[config.mk]
export PLATFORM = sky130hd
export DESIGN_NAME = wapm_chan_ram
export DESIGN_NICKNAME = d
export VERILOG_FILES = /design/src/hdl/windowed_average_peak_monitor_macros.svh /design/src/hdl/wapm_pkg.sv /design/src/hdl/wapm_chan_ram.sv
export SDC_FILE = /design/constraint.sdc
export NUM_CORES = 1
export LEC_CHECK = 0
export BUFFER_PORTS_ARGS = -buffer_cell sky130_fd_sc_hd__buf_2
export CAP_MARGIN = 30
export CORE_ASPECT_RATIO = 1.2
export CORE_MARGIN = 3
export CORE_UTILIZATION = 45
export DETAILED_ROUTE_END_ITERATION = 16
export PLACE_DENSITY_LB_ADDON = 0.3
export SLEW_MARGIN = 20
export SYNTH_ARGS = -nofsm -noshare
export SYNTH_HDL_FRONTEND = slang
export SYNTH_SLANG_ARGS = --single-unit
[constraint.sdc]
create_clock -name i_clk -period 20.9 [get_ports i_clk]
set_input_delay 4.18 -clock i_clk [delete_from_list [all_inputs] [get_ports i_clk]]
set_output_delay 4.18 -clock i_clk [all_outputs]
set_load 0.1 [all_outputs]
[src/hdl/windowed_average_peak_monitor_macros.svh]
// ----------------------------------------------------------------------------
// windowed_average_peak_monitor_macros.svh
// Assertion macros shared by the monitor RTL.
// ----------------------------------------------------------------------------
`ifndef WINDOWED_AVERAGE_PEAK_MONITOR_MACROS_SVH
`define WINDOWED_AVERAGE_PEAK_MONITOR_MACROS_SVH

// same-cycle implication, disabled while in reset
`define WAPM_ASSERT_NOW(name, clk, rst_n, ante, cons, msg) \
    name: assert property (@(posedge clk) disable iff (!rst_n) (ante) |-> (cons)) \
        else $error(msg);

// next-cycle implication, disabled while in reset
`define WAPM_ASSERT_NEXT(name, clk, rst_n, ante, cons, msg) \
    name: assert property (@(posedge clk) disable iff (!rst_n) (ante) |=> (cons)) \
        else $error(msg);

`endif

[src/hdl/wapm_pkg.sv]
// ----------------------------------------------------------------------------
// wapm_pkg
// Shared widths and codes for the windowed average / peak monitor.
// ----------------------------------------------------------------------------
package wapm_pkg;

    localparam int NUM_CH     = 3;
    localparam int CH_W       = 2;
    localparam int CH_AW      = $clog2(NUM_CH);
    localparam int SAMPLE_W   = 32;
    localparam int FILL_W     = 7;
    localparam int WINDOW_DEF = 64;

    // channel code with no metric behind it
    localparam logic [CH_W-1:0] CH_NONE = 2'd3;

endpackage

[src/hdl/wapm_chan_ram.sv]
// ----------------------------------------------------------------------------
// wapm_chan_ram
// Per-channel state record store; entries never written read as zero.
// ----------------------------------------------------------------------------
module wapm_chan_ram import wapm_pkg::*; #(
    parameter int DEPTH = NUM_CH,
    parameter int WIDTH = 64,
    localparam int AW   = $clog2(DEPTH)
) (
    input  logic             i_clk,
    input  logic             i_rst_n,
    input  logic             i_we,
    input  logic [AW-1:0]    i_waddr,
    input  logic [WIDTH-1:0] i_wdata,
    input  logic             i_re,
    input  logic [AW-1:0]    i_raddr,
    output logic [WIDTH-1:0] o_rdata
);

    logic [WIDTH-1:0] mem [DEPTH];
    logic [DEPTH-1:0] r_valid;
    logic [WIDTH-1:0] r_rdata;
    logic             r_rd_valid;

    always_ff @(posedge i_clk) begin
        if (!i_rst_n) begin
            r_valid    <= '0;
            r_rd_valid <= 1'b0;
        end else begin
            if (i_we) begin
                r_valid[i_waddr] <= 1'b1;
            end
            if (i_re) begin
                r_rd_valid <= r_valid[i_raddr];
            end
        end
    end

    always_ff @(posedge i_clk) begin
        if (i_we) begin
            mem[i_waddr] <= i_wdata;
        end
        if (i_re) begin
            r_rdata <= mem[i_raddr];
        end
    end

    assign o_rdata = r_rd_valid ? r_rdata : '0;

endmodule

==> results.json <==
{
  "syn_area_mm2": 0.00968,
  "timing.final.crit_share_pct": 29.8,
  "outcome": "completed",
  "worstPathRequired_ns": 16.72,
  "synth_warnings": 0,
  "yosys.cell_types.count": 20,
  "initial_core_util_pct": 46.0,
  "drtIter0Drc": 327,
  "p_leak_nw": 4.30,
  "routed_wl_um": 17500,
  "critPathLaunchType": "register",
  "endpoint_kind": "output pin",
  "synth_top_cell_by_area": "edfxtp_1",
  "postCtsSetupRepairBufs": 0,
  "dpl.hpwl_um": 9980,
  "drive_gt1_share_pct": 25.2,
  "hold_viol_final": 0,
  "synthArstFlopShare_pct": 0,
  "power_density_mw_per_mm2": 97.9,
  "areaGrowthSynthToFinish_pct": 17.4,
  "finalCriticalPeriod_ns": 6.24,
  "post_drt_wl_per_cell_um": 17.7,
  "maxCapViolCount": 0,
  "die_h_um": 167,
  "hold_class": "register to register",
  "grt_overflow": 0,
  "grt_pass1_wl_um": 27400,
  "power.net_switching_w": 0.000255,
  "clkPwrFrac_pct": 36.4,
  "grt_max_degree": 131,
  "num_io_pins": 136,
  "die_w_um": 140,
  "synth_seq_cells": 260,
  "total_power_w": 0.00111,
  "die-area_mm2": 0.0233,
  "cts_resized": 0,
  "grt_usage_pct": 14.8,
  "via_per_inst": 5.06,
  "grt_pass1_vias": 5422,
  "syn_inst": 557,
  "htree_levels": 1,
  "ys_top_cells_by_area": "edfxtp_1, mux2i_1, and2_1",
  "port_buffers": 135,
  "synth.avg_cell_area_um2": 17.4,
  "cts.sinks": 260,
  "worst_pin_slew_ns": 0.908,
  "ys.flop_type": "edfxtp_1",
  "drv_slew": 0,
  "cts-buffers-inserted": 24,
  "row_count": 58,
  "grt_antenna_before_repair": 3,
  "synth_common_cells": "edfxtp_1, mux2i_1, nand2_1",
  "yosysMostFrequentCell": "edfxtp_1",
  "synth_edf_count": 256,
  "ff_latch_area_mm2": 0.00777,
  "route.detailed.drc": 0,
  "ir_drop_mv": 0.0622,
  "fillers": 1744,
  "ys_seq_area_share_pct": 80.2,
  "gp_congestion": 0.735,
  "netlist.area_leader.share_pct": 79.4,
  "pwr-share-seq_pct": 55.0,
  "antenna_left": 0,
  "cts-root-buf": "clkbuf_16",
  "slew-limit-headroom_pct": 39.5,
  "rsz0062_at_grt": "no",
  "clkLatencyLatePin_ns": 0.51,
  "worstSetupPathType": "register to output pin",
  "cp_max_fo": 39,
  "cts_tree": "built",
  "core_area_mm2": 0.0210,
  "fmax_mhz": 160,
  "ctsHoldBuffers": 0,
  "cts_buffer_depth": 3,
  "fin_nets": 769,
  "clk_pin_slew_ns": 0.06,
  "num_vias": 4996,
  "p_int_w": 0.000858,
  "multiInputGateArea_mm2": 0.00170,
  "cp.arrival_ns": 2.06,
  "swShare_pct": 22.9,
  "combPwrFrac_pct": 8.6,
  "skew_ns": 0.00804,
  "timing.setup.tns_ns": 0,
  "setup_viol": 0,
  "syn_nets": 629,
  "firstDrtPassIters": 4
}
[flip-flops by register name, indices dropped and copies added, names as in the netlist]
name        count
mem           192
r_rdata        64
r_valid         3
r_rd_valid      1
[worst max-delay path, cell delays in order, from the launching register on]
cell and delay [ns]:
dfxtp_2 0.65, buf_12 0.26, and2_1 0.19, buf_2 0.44
[cell usage in the layout (no fill, tap or decap), drive strengths merged]
| cell | instances |
|---|---|
| and2 | 64 |
| and3b | 1 |
| buf | 143 |
| bufinv | 1 |
| clkbuf | 30 |
| clkinv | 10 |
| clkinvlp | 2 |
| dfxtp | 4 |
| diode | 3 |
| edfxtp | 256 |
| mux2i | 65 |
| nand2 | 65 |
| nand2b | 1 |
| nand3 | 1 |
| nand3b | 1 |
| nor2 | 1 |
| nor3b | 1 |
| o2111a | 1 |
| o21a | 3 |
| o21ai | 64 |
[power groups by stage]
stage,Sequential (W),Combinational [W],Clock [W]
after CTS,0.000613,0.0000955,0.000416
after global placement,0.000624,0.0000906,0
final,0.000612,0.0000954,0.000406
after global routing,0.000615,0.000102,0.000436
after detailed placement,0.000624,0.0000953,0
after floorplan,0.000621,0.0000711,0
[kinds of logic after synthesis]
family | count (synthesis) | share of synthesized area (%)
AO/OA/AOI/OAI | 68 | 3.66
multiplexers | 65 | 6.72
buffers and inverters | 29 | 2.35
flip-flops | 260 | 80.2
AND/OR/NAND/NOR | 135 | 7.06
[cell type report]
| type | count | share of cell area (%) |
|---|---|---|
| well taps | 270 | 2.97 |
| flip-flops and latches | 260 | 68.3 |
| clock inverters | 13 | 0.781 |
| diodes | 3 | 0.0660 |
| multi-input cells | 268 | 15.0 |
| clock buffers | 30 | 5.67 |
| repair buffers | 143 | 7.19 |
[path summary, 6_finish.rpt]
path / start / to / slack (ns) / depth (start not counted)
worst max-delay path: r_rd_valid / o_rdata[33] / 14.66 / 3
worst min-delay path: r_valid[0] / r_valid[0] / 0.47 / 1
worst max register to register: r_rd_valid / r_rd_valid / 19.92 / 1
worst min register to register: r_valid[0] / r_valid[0] / 0.47 / 1
[metal layers]
metal  up-vias  track usage (%)  wire length [um]
met5         -                0                 0
met4         0             5.94               465
met3        31             2.93               754
met2       112             27.2              9200
met1      2495             16.7              7060
li1       2358                -                 -
[stage by stage]
step | instances | worst slack, ns | cell area, um2 | utilization, % | hold WS (ns)
2_1_floorplan | 557 | 11.38 | 9680 | - | 0.440
3_3_place_gp | 936 | 14.88 | 10500 | 50.0 | 0.446
3_5_place_dp | 938 | 14.85 | 10600 | 50.2 | 0.458
4_1_cts | 981 | 14.58 | 11300 | 53.7 | 0.473
5_1_grt | 987 | 14.53 | 11400 | 54.0 | 0.504
6_report | 987 | 14.66 | 11400 | 54.0 | 0.468
No activity file was read; power rests on OpenSTA's default activity.
