==> src/hdl/windowed_average_peak_monitor_macros.svh <==
// ----------------------------------------------------------------------------
// windowed_average_peak_monitor_macros.svh
// Assertion macros shared by the monitor RTL.
// ----------------------------------------------------------------------------
`ifndef WINDOWED_AVERAGE_PEAK_MONITOR_MACROS_SVH
`define WINDOWED_AVERAGE_PEAK_MONITOR_MACROS_SVH

// same-cycle implication, disabled while in reset
`define WAPM_ASSERT_NOW(name, clk, rst_n, ante, cons, msg) \
    name: assert property (@(posedge clk) disable iff (!rst_n) (ante) |-> (cons)) \
        else $error(msg);

// next-cycle implication, disabled while in reset
`define WAPM_ASSERT_NEXT(name, clk, rst_n, ante, cons, msg) \
    name: assert property (@(posedge clk) disable iff (!rst_n) (ante) |=> (cons)) \
        else $error(msg);

`endif

==> src/hdl/wapm_pkg.sv <==
// ----------------------------------------------------------------------------
// wapm_pkg
// Shared widths and codes for the windowed average / peak monitor.
// ----------------------------------------------------------------------------
package wapm_pkg;

    localparam int NUM_CH     = 3;
    localparam int CH_W       = 2;
    localparam int CH_AW      = $clog2(NUM_CH);
    localparam int SAMPLE_W   = 32;
    localparam int FILL_W     = 7;
    localparam int WINDOW_DEF = 64;

    // channel code with no metric behind it
    localparam logic [CH_W-1:0] CH_NONE = 2'd3;

endpackage

==> src/hdl/wapm_div.sv <==
// ----------------------------------------------------------------------------
// wapm_div
// Restoring divider, one quotient bit per cycle.
// ----------------------------------------------------------------------------
module wapm_div import wapm_pkg::*; #(
    parameter int NUM_W = SAMPLE_W + 6,
    parameter int DEN_W = 7
) (
    input  logic             i_clk,
    input  logic             i_rst_n,
    input  logic             i_start,
    input  logic [NUM_W-1:0] i_num,
    input  logic [DEN_W-1:0] i_den,
    output logic             o_done,
    output logic [NUM_W-1:0] o_quot
);

    localparam int STEP_W = $clog2(NUM_W + 1);

    logic [NUM_W-1:0]  r_quot;
    logic [DEN_W-1:0]  r_rem;
    logic [DEN_W-1:0]  r_den;
    logic [STEP_W-1:0] r_step;
    logic              r_busy;
    logic              r_done;

    logic [DEN_W:0]    w_trial;
    logic [DEN_W:0]    w_diff;
    logic              w_ge;
    logic [DEN_W-1:0]  n_rem;
    logic [NUM_W-1:0]  n_quot;

    // shift in next dividend bit, subtract if it fits
    always_comb begin
        w_trial = {r_rem, r_quot[NUM_W-1]};
        w_ge    = w_trial >= {1'b0, r_den};
        w_diff  = w_trial - {1'b0, r_den};
        n_rem   = w_ge ? w_diff[DEN_W-1:0] : w_trial[DEN_W-1:0];
        n_quot  = {r_quot[NUM_W-2:0], w_ge};
    end

    always_ff @(posedge i_clk) begin
        if (!i_rst_n) begin
            r_busy <= 1'b0;
            r_done <= 1'b0;
            r_step <= '0;
        end else begin
            r_done <= 1'b0;
            if (i_start) begin
                r_busy <= 1'b1;
                r_step <= STEP_W'(NUM_W);
            end else if (r_busy) begin
                r_step <= r_step - STEP_W'(1);
                if (r_step == STEP_W'(1)) begin
                    r_busy <= 1'b0;
                    r_done <= 1'b1;
                end
            end
        end
    end

    always_ff @(posedge i_clk) begin
        if (i_start) begin
            r_quot <= i_num;
            r_rem  <= '0;
            r_den  <= i_den;
        end else if (r_busy) begin
            r_quot <= n_quot;
            r_rem  <= n_rem;
        end
    end

    assign o_done = r_done;
    assign o_quot = r_quot;

endmodule

==> config.mk <==
export PLATFORM = sky130hd
export DESIGN_NAME = wapm_div
export DESIGN_NICKNAME = d
export VERILOG_FILES = /design/src/hdl/windowed_average_peak_monitor_macros.svh /design/src/hdl/wapm_pkg.sv /design/src/hdl/wapm_div.sv
export SDC_FILE = /design/constraint.sdc
export NUM_CORES = 1
export LEC_CHECK = 0
export ABC_CLOCK_PERIOD_IN_PS = 3090
export BUFFER_PORTS_ARGS = -buffer_cell sky130_fd_sc_hd__buf_2
export CORE_MARGIN = 5
export CORE_UTILIZATION = 45
export DETAILED_ROUTE_END_ITERATION = 12
export PLACE_DENSITY = 0.8
export SYNTH_ARGS = -nofsm -noshare
export SYNTH_HDL_FRONTEND = slang
export SYNTH_SLANG_ARGS = --single-unit
==> constraint.sdc <==
create_clock -name i_clk -period 3.09 [get_ports i_clk]
set_clock_uncertainty 0.15 [all_clocks]
set_input_delay 0.1545 -clock i_clk [delete_from_list [all_inputs] [get_ports i_clk]]
set_output_delay 0.1545 -clock i_clk [all_outputs]
set_load 0.05 [all_outputs]
==> impl_metrics.ini, run 1 <==
[status]
outcome = complete, no violations

[pwr]
ir_drop_uv = 406
p_int_mw = 1.61
p_seq_share_pct = 42.9
switchingPower_mw = 0.720
powerDensity_mw_per_mm2 = 564
combPwrFrac_pct = 24.0
power.leakage_nw = 1.69
swShare_pct = 30.9
pwr-share-clk_pct = 33.1

[cells_and_area]
utilization_pct = 64.6
antennaDiodeCount = 0
drive_above_1_share_pct = 40.6
area_delta_synth_final_pct = 38.7
fin_nets = 420
instances_no_fill = 444

[cts]
clk_pin_slew_worst_paths_ns = 0.07
cts-root-buf = clkbuf_8
holdBufCountCts = 45
clk_path_buf_depth = 2
cts.sinks = 60
post_cts_buffers = 0
postCtsResizedCells = 0
clk_latency_ns = 0.33
cts_buffers = 9
htree_levels = 3
cts_tree = built

[min_path]
worstHoldPathType = primary input to flop

[logic_synthesis]
synth_cell_types = 48
yosysMostFrequentCell = edfxtp_1
synth_area_leaders = edfxtp_1, mux2_2, dfxtp_1
synth_seq_cells = 60
avgSynthCellArea_um2 = 13.0
synth_common_cells = edfxtp_1, mux2_2, dfxtp_1, nor2_1, inv_1
synth_nets = 287
synth_edf_count = 45
synth_ff_type = edfxtp_1
synth_top_cell_by_area = edfxtp_1
synth-seq-area-share_pct = 55.5
syn_inst = 229
yosysTopAreaCellShare_pct = 45.4
yosys_warnings = 0
synthArstFlopShare_pct = 0
syn_area_mm2 = 0.00297

[sta]
setup_viol_count_final = 0
relSlewSlack_pct = 51.2
max_freq_mhz = 409
slew_violations = 0
period_needed_ns = 2.44
rsz0062_at_grt = false
tns_ns = 0
hold_viol_final = 0
tightest_slew_ns = 0.732
fin_crit_sh_pct = 79.1

[setup_path]
r2r-start = o_quot[37]
crit_type = flop to flop
worstSetupStartpointType = flop
crit_chain = inv_1, ha_1, fa_1, nand2b_1, a211o_1, and3_1, a311oi_2
r2r_setup_slack_ns = 0.65
path_depth = 7
max_stage_delay_ns = 0.39
required_ns = 3.18
cp_top_family = compound AO/OA/AOI/OAI gates
crit_path_end = r_rem[2]
critPathLaunch = o_quot[37]
cp.arrival_ns = 2.53
cp-end-kind = flop
path_buf_inv = 1
cp_max_fo = 9
rr_endpoint = r_rem[2]
rr_worst_depth = 7
cp_slowest_cell = fa_1

[global_route]
antenna_found_initial = 0
overflow = 0
grt_pass1_vias = 2496
grt_max_degree = 65
grt_pass1_wl_um = 12500
grt.total_usage_pct = 19.0

[route]
routedWlPerCell_um = 17.3
wl_um = 7690
final_antenna_net_count = 0
via_count = 2331
drt_iter0_drc = 124
first_pass_iters = 4
drc = 0
avgViaCountPerCell = 5.25

[flow_run]
cap_violations = 0

[placement]
place_hpwl_um = 4500
globalplace.congestion = 0.783
dp.cells = 383
port_buffers = 86

[floorplanning]
die_w_um = 91.3
ios = 87
rows = 29
die_area_mm2 = 0.00833
fp.dieH_um = 91.3
start_util_pct = 46.6
core-area_mm2 = 0.00639
-- state kept, by name, indices dropped and copies added (netlist names) --
register	count
o_quot	38
r_step	6
r_rem	7
o_done	1
r_busy	1
r_den	7
-- cell families after synthesis --
kind of cell / after synthesis / synth area share [%]
muxes: 38 / 14.3
AOI/OAI and AO/OA: 34 / 9.72
and+or+nand+nor: 53 / 9.68
adders and majority gates: 10 / 4.46
buffers and inverters: 26 / 3.91
xor gates and xnor gates: 8 / 2.36
DFF: 60 / 55.5
-- tightest hold or removal path, cell delays in order --
cell	delay, ns
buf_2	0.08
inv_1	0.03
mux2i_1	0.12
-- area by class of cell --
cell class                      count  area [um2]
Timing Repair Buffer              134         903
Fill cell                         444        2260
Clock buffer                        9         124
Multi-Input combinational cell    143        1210
Inverter                           14        52.6
Tap cell                           77        96.3
Sequential cell                    60        1650
Clock inverter                      7        90.1
-- power groups by stage --
stage	Sequential [mW]	Combinational (mW)	Clock [mW]
3_3_place_gp	1.01	0.498	0
6_report	0.998	0.559	0.771
5_1_grt	1.01	0.597	0.824
4_1_cts	0.994	0.550	0.772
3_5_place_dp	1.01	0.505	0
2_1_floorplan	1.19	0.196	0
-- how the worst min path moves through the flow --
stage	start	cells past startpoint	to
floorplan	i_den[0]	0	r_den[0]
global placement	i_den[4]	1	r_den[4]
detailed placement	i_den[1]	1	r_den[1]
CTS	i_num[0]	3	o_quot[0]
global route	i_num[0]	3	o_quot[0]
finish	i_num[0]	3	o_quot[0]
-- metrics by stage --
step | power, mW | worst slack, ns | cell area [um2] | hold WS, ns
detailed placement | 1.51 | 0.676 | 3460 | 0.183
floorplan | 1.39 | 0.380 | 2970 | 0.103
CTS | 2.32 | 0.650 | 4120 | 0.0315
finish | 2.33 | 0.647 | 4120 | 0.0334
global route | 2.43 | 0.521 | 4120 | 0.0473
global placement | 1.51 | 0.707 | 3460 | 0.183
-- routing by layer --
metal  global-route usage [%]  vias up  share of wire, %
met5                        0        -                 0
li1                         -     1120                 -
met4                     8.19        0               2.8
met2                     30.0      106                48
met3                     7.02       16               8.4
met1                     23.4     1089                41
-- placed cells by master (no fill, tap or decap), types with 2 or more instances in the layout --
| cell type | n |
|---|---|
| edfxtp_1 | 45 |
| nand3b_1 | 3 |
| clkbuf_8 | 9 |
| ha_1 | 9 |
| bufinv_16 | 2 |
| a41oi_1 | 4 |
| nor2_1 | 15 |
| o21ai_1 | 2 |
| a311oi_2 | 2 |
| mux2_2 | 37 |
| nand2b_1 | 7 |
| dfxtp_1 | 15 |
| xnor2_1 | 8 |
| nor3b_1 | 4 |
| o31ai_2 | 2 |
| buf_4 | 3 |
| a21o_1 | 3 |
| nand4_1 | 2 |
| a21oi_1 | 3 |
| o21a_1 | 3 |
| inv_1 | 14 |
| dlygate4sd3_1 | 45 |
| clkinv_2 | 2 |
| o21bai_1 | 2 |
| nand2_1 | 9 |
| nor3_1 | 3 |
| a211oi_1 | 3 |
| buf_2 | 86 |
Power figures use the tool's default switching activity.
==> run 2, diff against run 1 <==
--- a/config.mk
+++ b/config.mk
@@ -5,12 +5,12 @@
 export SDC_FILE = /design/constraint.sdc
 export NUM_CORES = 1
 export LEC_CHECK = 0
-export ABC_CLOCK_PERIOD_IN_PS = 3090
+export ABC_CLOCK_PERIOD_IN_PS = 2000
 export BUFFER_PORTS_ARGS = -buffer_cell sky130_fd_sc_hd__buf_2
 export CORE_MARGIN = 5
 export CORE_UTILIZATION = 45
 export DETAILED_ROUTE_END_ITERATION = 12
-export PLACE_DENSITY = 0.8
+export PLACE_DENSITY = 0.83
 export SYNTH_ARGS = -nofsm -noshare
 export SYNTH_HDL_FRONTEND = slang
 export SYNTH_SLANG_ARGS = --single-unit
==> constraint.sdc (replaced) <==
create_clock -name i_clk -period 2 [get_ports i_clk]
set_clock_uncertainty 0.15 [all_clocks]
set_input_delay 0.1 -clock i_clk [delete_from_list [all_inputs] [get_ports i_clk]]
set_output_delay 0.1 -clock i_clk [all_outputs]
set_load 0.05 [all_outputs]
==> run 2 against run 1 <==
Net effect:
- the run now ends with setup timing left
- core utilization is 3.7 points higher
- wire length is 17% higher
- via count is 7.1% higher
- sequential share of layout area is 2.2 points lower
- cell count is 4.1% higher
- critical path depth is 1 lower
- global-route usage is 2.2 points higher
- first-iteration DRC count is 19% higher
- non-clock buffer count is 18 higher
- worst hold slack better by 0.29 ns
- clock power is 58% higher
- setup slack worse by 0.84 ns
==> impl_metrics.ini, run 2 (synthesized netlist as in run 1, its figures left out) <==
[global_route]
grt_pass1_vias = 2712
grt_max_degree = 38
antenna_found_initial = 0
grt_pass1_wl_um = 13900
overflow = 0
grt.total_usage_pct = 21.3

[setup_path]
r2r-start = r_den[0]
cp_slowest_cell = edfxtp_1
r2r_setup_slack_ns = -0.20
cp_max_fo = 8
cp-end-kind = flop
rr_endpoint = r_rem[2]
crit_chain = ha_4, fa_2, nand2b_4, a211o_4, and3_4, a311oi_2
required_ns = 2.11
crit_type = flop to flop
cp.arrival_ns = 2.31
rr_worst_depth = 6
worstSetupStartpointType = flop
max_stage_delay_ns = 0.42

[floorplanning]
fp.dieH_um = 91.3
start_util_pct = 46.6
core-area_mm2 = 0.00639
rows = 29
ios = 87
die_w_um = 91.3
die_area_mm2 = 0.00833

[min_path]
hold_path_end = r_den[2]
hold_depth = 2
min_from = i_den[2]
worstHoldPathType = primary input to flop

[cells_and_area]
antennaDiodeCount = 0
regArea_mm2 = 0.00165
largest_register_ffs = 38
drive_above_1_share_pct = 45.7
fin_nets = 438
layout_common_cells = buf_2, dlygate4sd3_1, edfxtp_1
area_delta_synth_final_pct = 46.7
multiInputGateArea_mm2 = 0.00128
layout_commonest_cell = buf_2
fillCellCount = 395

[flow_run]
cap_violations = 0

[cts]
clk_latency_ns = 0.35
cts_buffers = 9
clk_pin_slew_worst_paths_ns = 0.07
clk_path_buf_depth = 2
cts.sinks = 60
cts_tree = built
htree_levels = 3
cts-root-buf = clkbuf_8

[placement]
globalplace.congestion = 0.837
place_ws_ns = -0.195
port_buffers = 86
place_hpwl_um = 5030

[route]
final_antenna_net_count = 0
via_count = 2497
drc = 0
wl_um = 9020
avgViaCountPerCell = 5.40
routedWlPerCell_um = 19.5
first_pass_iters = 4
drt_iter0_drc = 147

[sta]
setup_ws_ns = -0.197
relSlewSlack_pct = 65.9
tightest_slew_ns = 0.505
slew_violations = 0
tns_ns = -1.25
fin_crit_sh_pct = 110
max_freq_mhz = 455
period_needed_ns = 2.20
hold_viol_final = 0
setup_viol_count_final = 8
rsz0062_at_grt = true

[status]
outcome = complete, but fails checks
violations = setup timing

[pwr]
ir_drop_uv = 784
power.leakage_nw = 1.80
powerDensity_mw_per_mm2 = 856
## run 2: cell count changes in the layout (fill, tap and decap cells not counted), sizes merged
cell,previous run,this run
inv,15,14
clkinv,3,5
buf,89,105
dlygate4sd3,45,47
clkinvlp,1,0
## run 2: critical path, delay by kind of cell, from the launching register on
| family | cells | cell delay (ns) |
|---|---|---|
| AOI/OAI and AO/OA | 2 | 0.64 |
| DFF | 1 | 0.42 |
| adders and majority gates | 2 | 0.52 |
| and+or+nand+nor | 2 | 0.39 |
## run 2: worst max path at each step
| stage | to | start | slack (ns) | cells past startpoint |
|---|---|---|---|---|
| final | r_rem[2] | r_den[0] | -0.20 | 6 |
| after global routing | r_rem[2] | o_quot[37] | -0.27 | 7 |
| after CTS | r_rem[2] | r_den[0] | -0.19 | 6 |
| after detailed placement | r_rem[0] | r_den[0] | -0.20 | 6 |
| after floorplan | r_rem[0] | o_quot[37] | -0.56 | 9 |
| after global placement | r_rem[0] | r_den[0] | -0.15 | 6 |
## run 2: what timing repair did
item,CTS,global route
endpoints found under the setup margin,8,8
endpoints found under the hold margin,57,0
hold buffers,47,0
buffers inserted,0,3
gates resized for setup,3,3
pin swaps,2,1
## run 2: final cells by class
type / instances / share of cell area (%)
Sequential cell: 60 / 37.9
Multi-Input combinational cell: 143 / 29.3
Timing Repair Buffer: 152 / 24.5
Clock buffer: 9 / 2.84
Tap cell: 77 / 2.21
Clock inverter: 7 / 2.09
Inverter: 14 / 1.20
## run 2: metrics by stage
stage          hold WS [ns]  area [um2]  utilization, %  power, mW  instances
3_3_place_gp          0.129        3610            56.5       2.38        396
6_report              0.328        4360            68.3       3.73        462
2_1_floorplan        0.0489        3000               -       2.16        229
5_1_grt               0.339        4360            68.3       3.86        462
4_1_cts               0.314        4320            67.6       3.68        459
3_5_place_dp          0.129        3610            56.5       2.40        396
## run 2: where the power goes
group	leakage [nW]	total, mW	internal (mW)	switching [mW]
Clock	0.111	1.22	0.697	0.528
Sequential	0.574	1.56	1.48	0.0786
Combinational	1.12	0.952	0.366	0.586
## run 2: layer usage
| layer | global-route usage [%] | part of all wire, % | up-vias |
|---|---|---|---|
| met2 | 36.1 | 52 | 112 |
| met3 | 7.60 | 6.9 | 19 |
| met5 | 0 | 0 | - |
| met1 | 24.8 | 39 | 1209 |
| met4 | 7.33 | 2.0 | 0 |
| li1 | - | - | 1157 |
==> run 3, diff against run 2 <==
--- a/config.mk
+++ b/config.mk
@@ -8,9 +8,9 @@
 export ABC_CLOCK_PERIOD_IN_PS = 2000
 export BUFFER_PORTS_ARGS = -buffer_cell sky130_fd_sc_hd__buf_2
 export CORE_MARGIN = 5
-export CORE_UTILIZATION = 45
+export CORE_UTILIZATION = 47
 export DETAILED_ROUTE_END_ITERATION = 12
-export PLACE_DENSITY = 0.83
+export PLACE_DENSITY = 0.88
 export SYNTH_ARGS = -nofsm -noshare
 export SYNTH_HDL_FRONTEND = slang
 export SYNTH_SLANG_ARGS = --single-unit
==> run 3 against run 2 <==
Net effect:
- the flow still finishes with violations (setup timing)
- wire length is 8.5% higher
- flip-flop and latch count stayed put
- sequential share of layout area is 0.99 points higher
- cell count is 1.5% lower
- maximum frequency is 1.7% lower
- critical endpoint is now r_rem[0]
==> impl_metrics.ini, run 3 (synthesized netlist as in run 1, its figures left out) <==
[route]
first_pass_iters = 5
wl_met1_um = 3650
drt_iter0_drc = 187
via_count = 2608
top_layer_used = met4
wl_um = 9790
final_antenna_net_count = 0
avgViaCountPerCell = 5.73
wl_met2_um = 4910
routedWlPerCell_um = 21.5
wl_met3_um = 916
drc = 0

[floorplanning]
core-area_mm2 = 0.00624
start_util_pct = 47.7
die_w_um = 89.5
rows = 29
die_area_mm2 = 0.00802
fp.dieH_um = 89.5
ios = 87

[cts]
clk_path_buf_depth = 2
clk_latency_ns = 0.37
clk_pin_slew_worst_paths_ns = 0.08
cts.sinks = 60
cts_buffers = 9
cts_tree = built
cts-root-buf = clkbuf_8
htree_levels = 3

[sta]
max_freq_mhz = 448
tightest_slew_ns = 0.911
period_needed_ns = 2.23
rsz0062_at_grt = true
tns_ns = -1.40
hold_viol_final = 0
setup_viol_count_final = 8
relSlewSlack_pct = 39.2
fin_crit_sh_pct = 112
slew_violations = 0
setup_ws_ns = -0.234

[pwr]
combPwrFrac_pct = 26.0
ir_drop_uv = 875
swShare_pct = 34.3
p_seq_share_pct = 42.7
p_total_mw = 3.66
powerDensity_mw_per_mm2 = 862
pwr-share-clk_pct = 31.3
p_int_mw = 2.41
switchingPower_mw = 1.26
power.leakage_nw = 1.74

[cells_and_area]
drive_above_1_share_pct = 44.2
area_delta_synth_final_pct = 42.9
layout_common_cells = buf_2, dlygate4sd3_1, edfxtp_1
instances_no_fill = 455
largest_register_ffs = 38
fin_nets = 431
layout_commonest_cell = buf_2
antennaDiodeCount = 0
final_area_mm2 = 0.00425

[setup_path]
r2r_setup_slack_ns = -0.23
path_buf_inv = 1
rr_endpoint = r_rem[0]
crit_chain = ha_4, fa_2, nand2b_4, a211o_4, buf_4, a31oi_1, a311oi_2
crit_type = flop to flop
r2r-start = r_den[0]
worstSetupStartpointType = flop
required_ns = 2.07
cp-end-kind = flop
cp_slowest_cell = edfxtp_1
cp_top_family = compound AO/OA/AOI/OAI gates
max_stage_delay_ns = 0.43
cp_max_fo = 7
cp.arrival_ns = 2.31
rr_worst_depth = 7

[global_route]
overflow = 0
grt.total_usage_pct = 25.9
grt_pass1_wl_um = 15000
grt_max_degree = 65
grt_pass1_vias = 2765
antenna_found_initial = 0

[min_path]
worstHoldPathType = primary input to flop
hold_depth = 2
min_from = i_start
hold_path_end = r_den[1]

[flow_run]
cap_violations = 0

[placement]
post_dp_cell_area_mm2 = 0.00357
globalplace.congestion = 0.827
dp.cells = 392
port_buffers = 86
place_hpwl_um = 4820

[status]
violations = setup timing
outcome = complete, but fails checks
-- run 3: worst max path at each step --
stage	from	to	slack, ns	cells past startpoint
after floorplan	o_quot[37]	r_rem[0]	-0.56	9
after global placement	r_den[0]	r_rem[2]	-0.11	6
after detailed placement	r_den[0]	r_rem[2]	-0.19	6
after CTS	r_den[0]	r_rem[0]	-0.18	6
after global routing	o_quot[37]	r_rem[0]	-0.27	7
final	r_den[0]	r_rem[0]	-0.23	7
-- run 3: metrics by stage --
step           util, %  setup slack, ns  hold WS (ns)
4_1_cts           67.9           -0.184         0.136
5_1_grt           68.1           -0.267         0.121
6_report          68.1           -0.234         0.120
3_3_place_gp      57.2           -0.107         0.129
2_1_floorplan        -           -0.558        0.0489
3_5_place_dp      57.2           -0.192         0.128
-- run 3: what timing repair did --
action,CTS,global route
hold buffers,46,0
pin swaps,2,2
resized for setup,2,1
endpoints found under the hold margin,53,0
setup endpoints to repair,8,8
buffers inserted,0,1
-- run 3: per-layer routing --
layer  vias to the layer above  GRT usage, %
li1                       1139             -
met1                      1267          30.0
met2                       169          42.9
met3                        33          9.31
met4                         0          11.6
met5                         -             0
-- run 3: power groups by stage --
stage	Sequential [mW]	Combinational, mW	Clock [mW]
floorplan	1.85	0.314	0
global placement	1.56	0.802	0
detailed placement	1.56	0.824	0
CTS	1.54	0.906	1.09
global route	1.57	0.996	1.20
finish	1.56	0.952	1.15
-- run 3: layout make-up --
class                      count  area (um2)
fill                         366        1990
sequential                    60        1650
multi-input combinational    143        1260
timing repair buffer         145        1000
clock buffer                  10         128
tap                           77        96.3
clock inverter                 6        63.8
inverter                      14        52.6
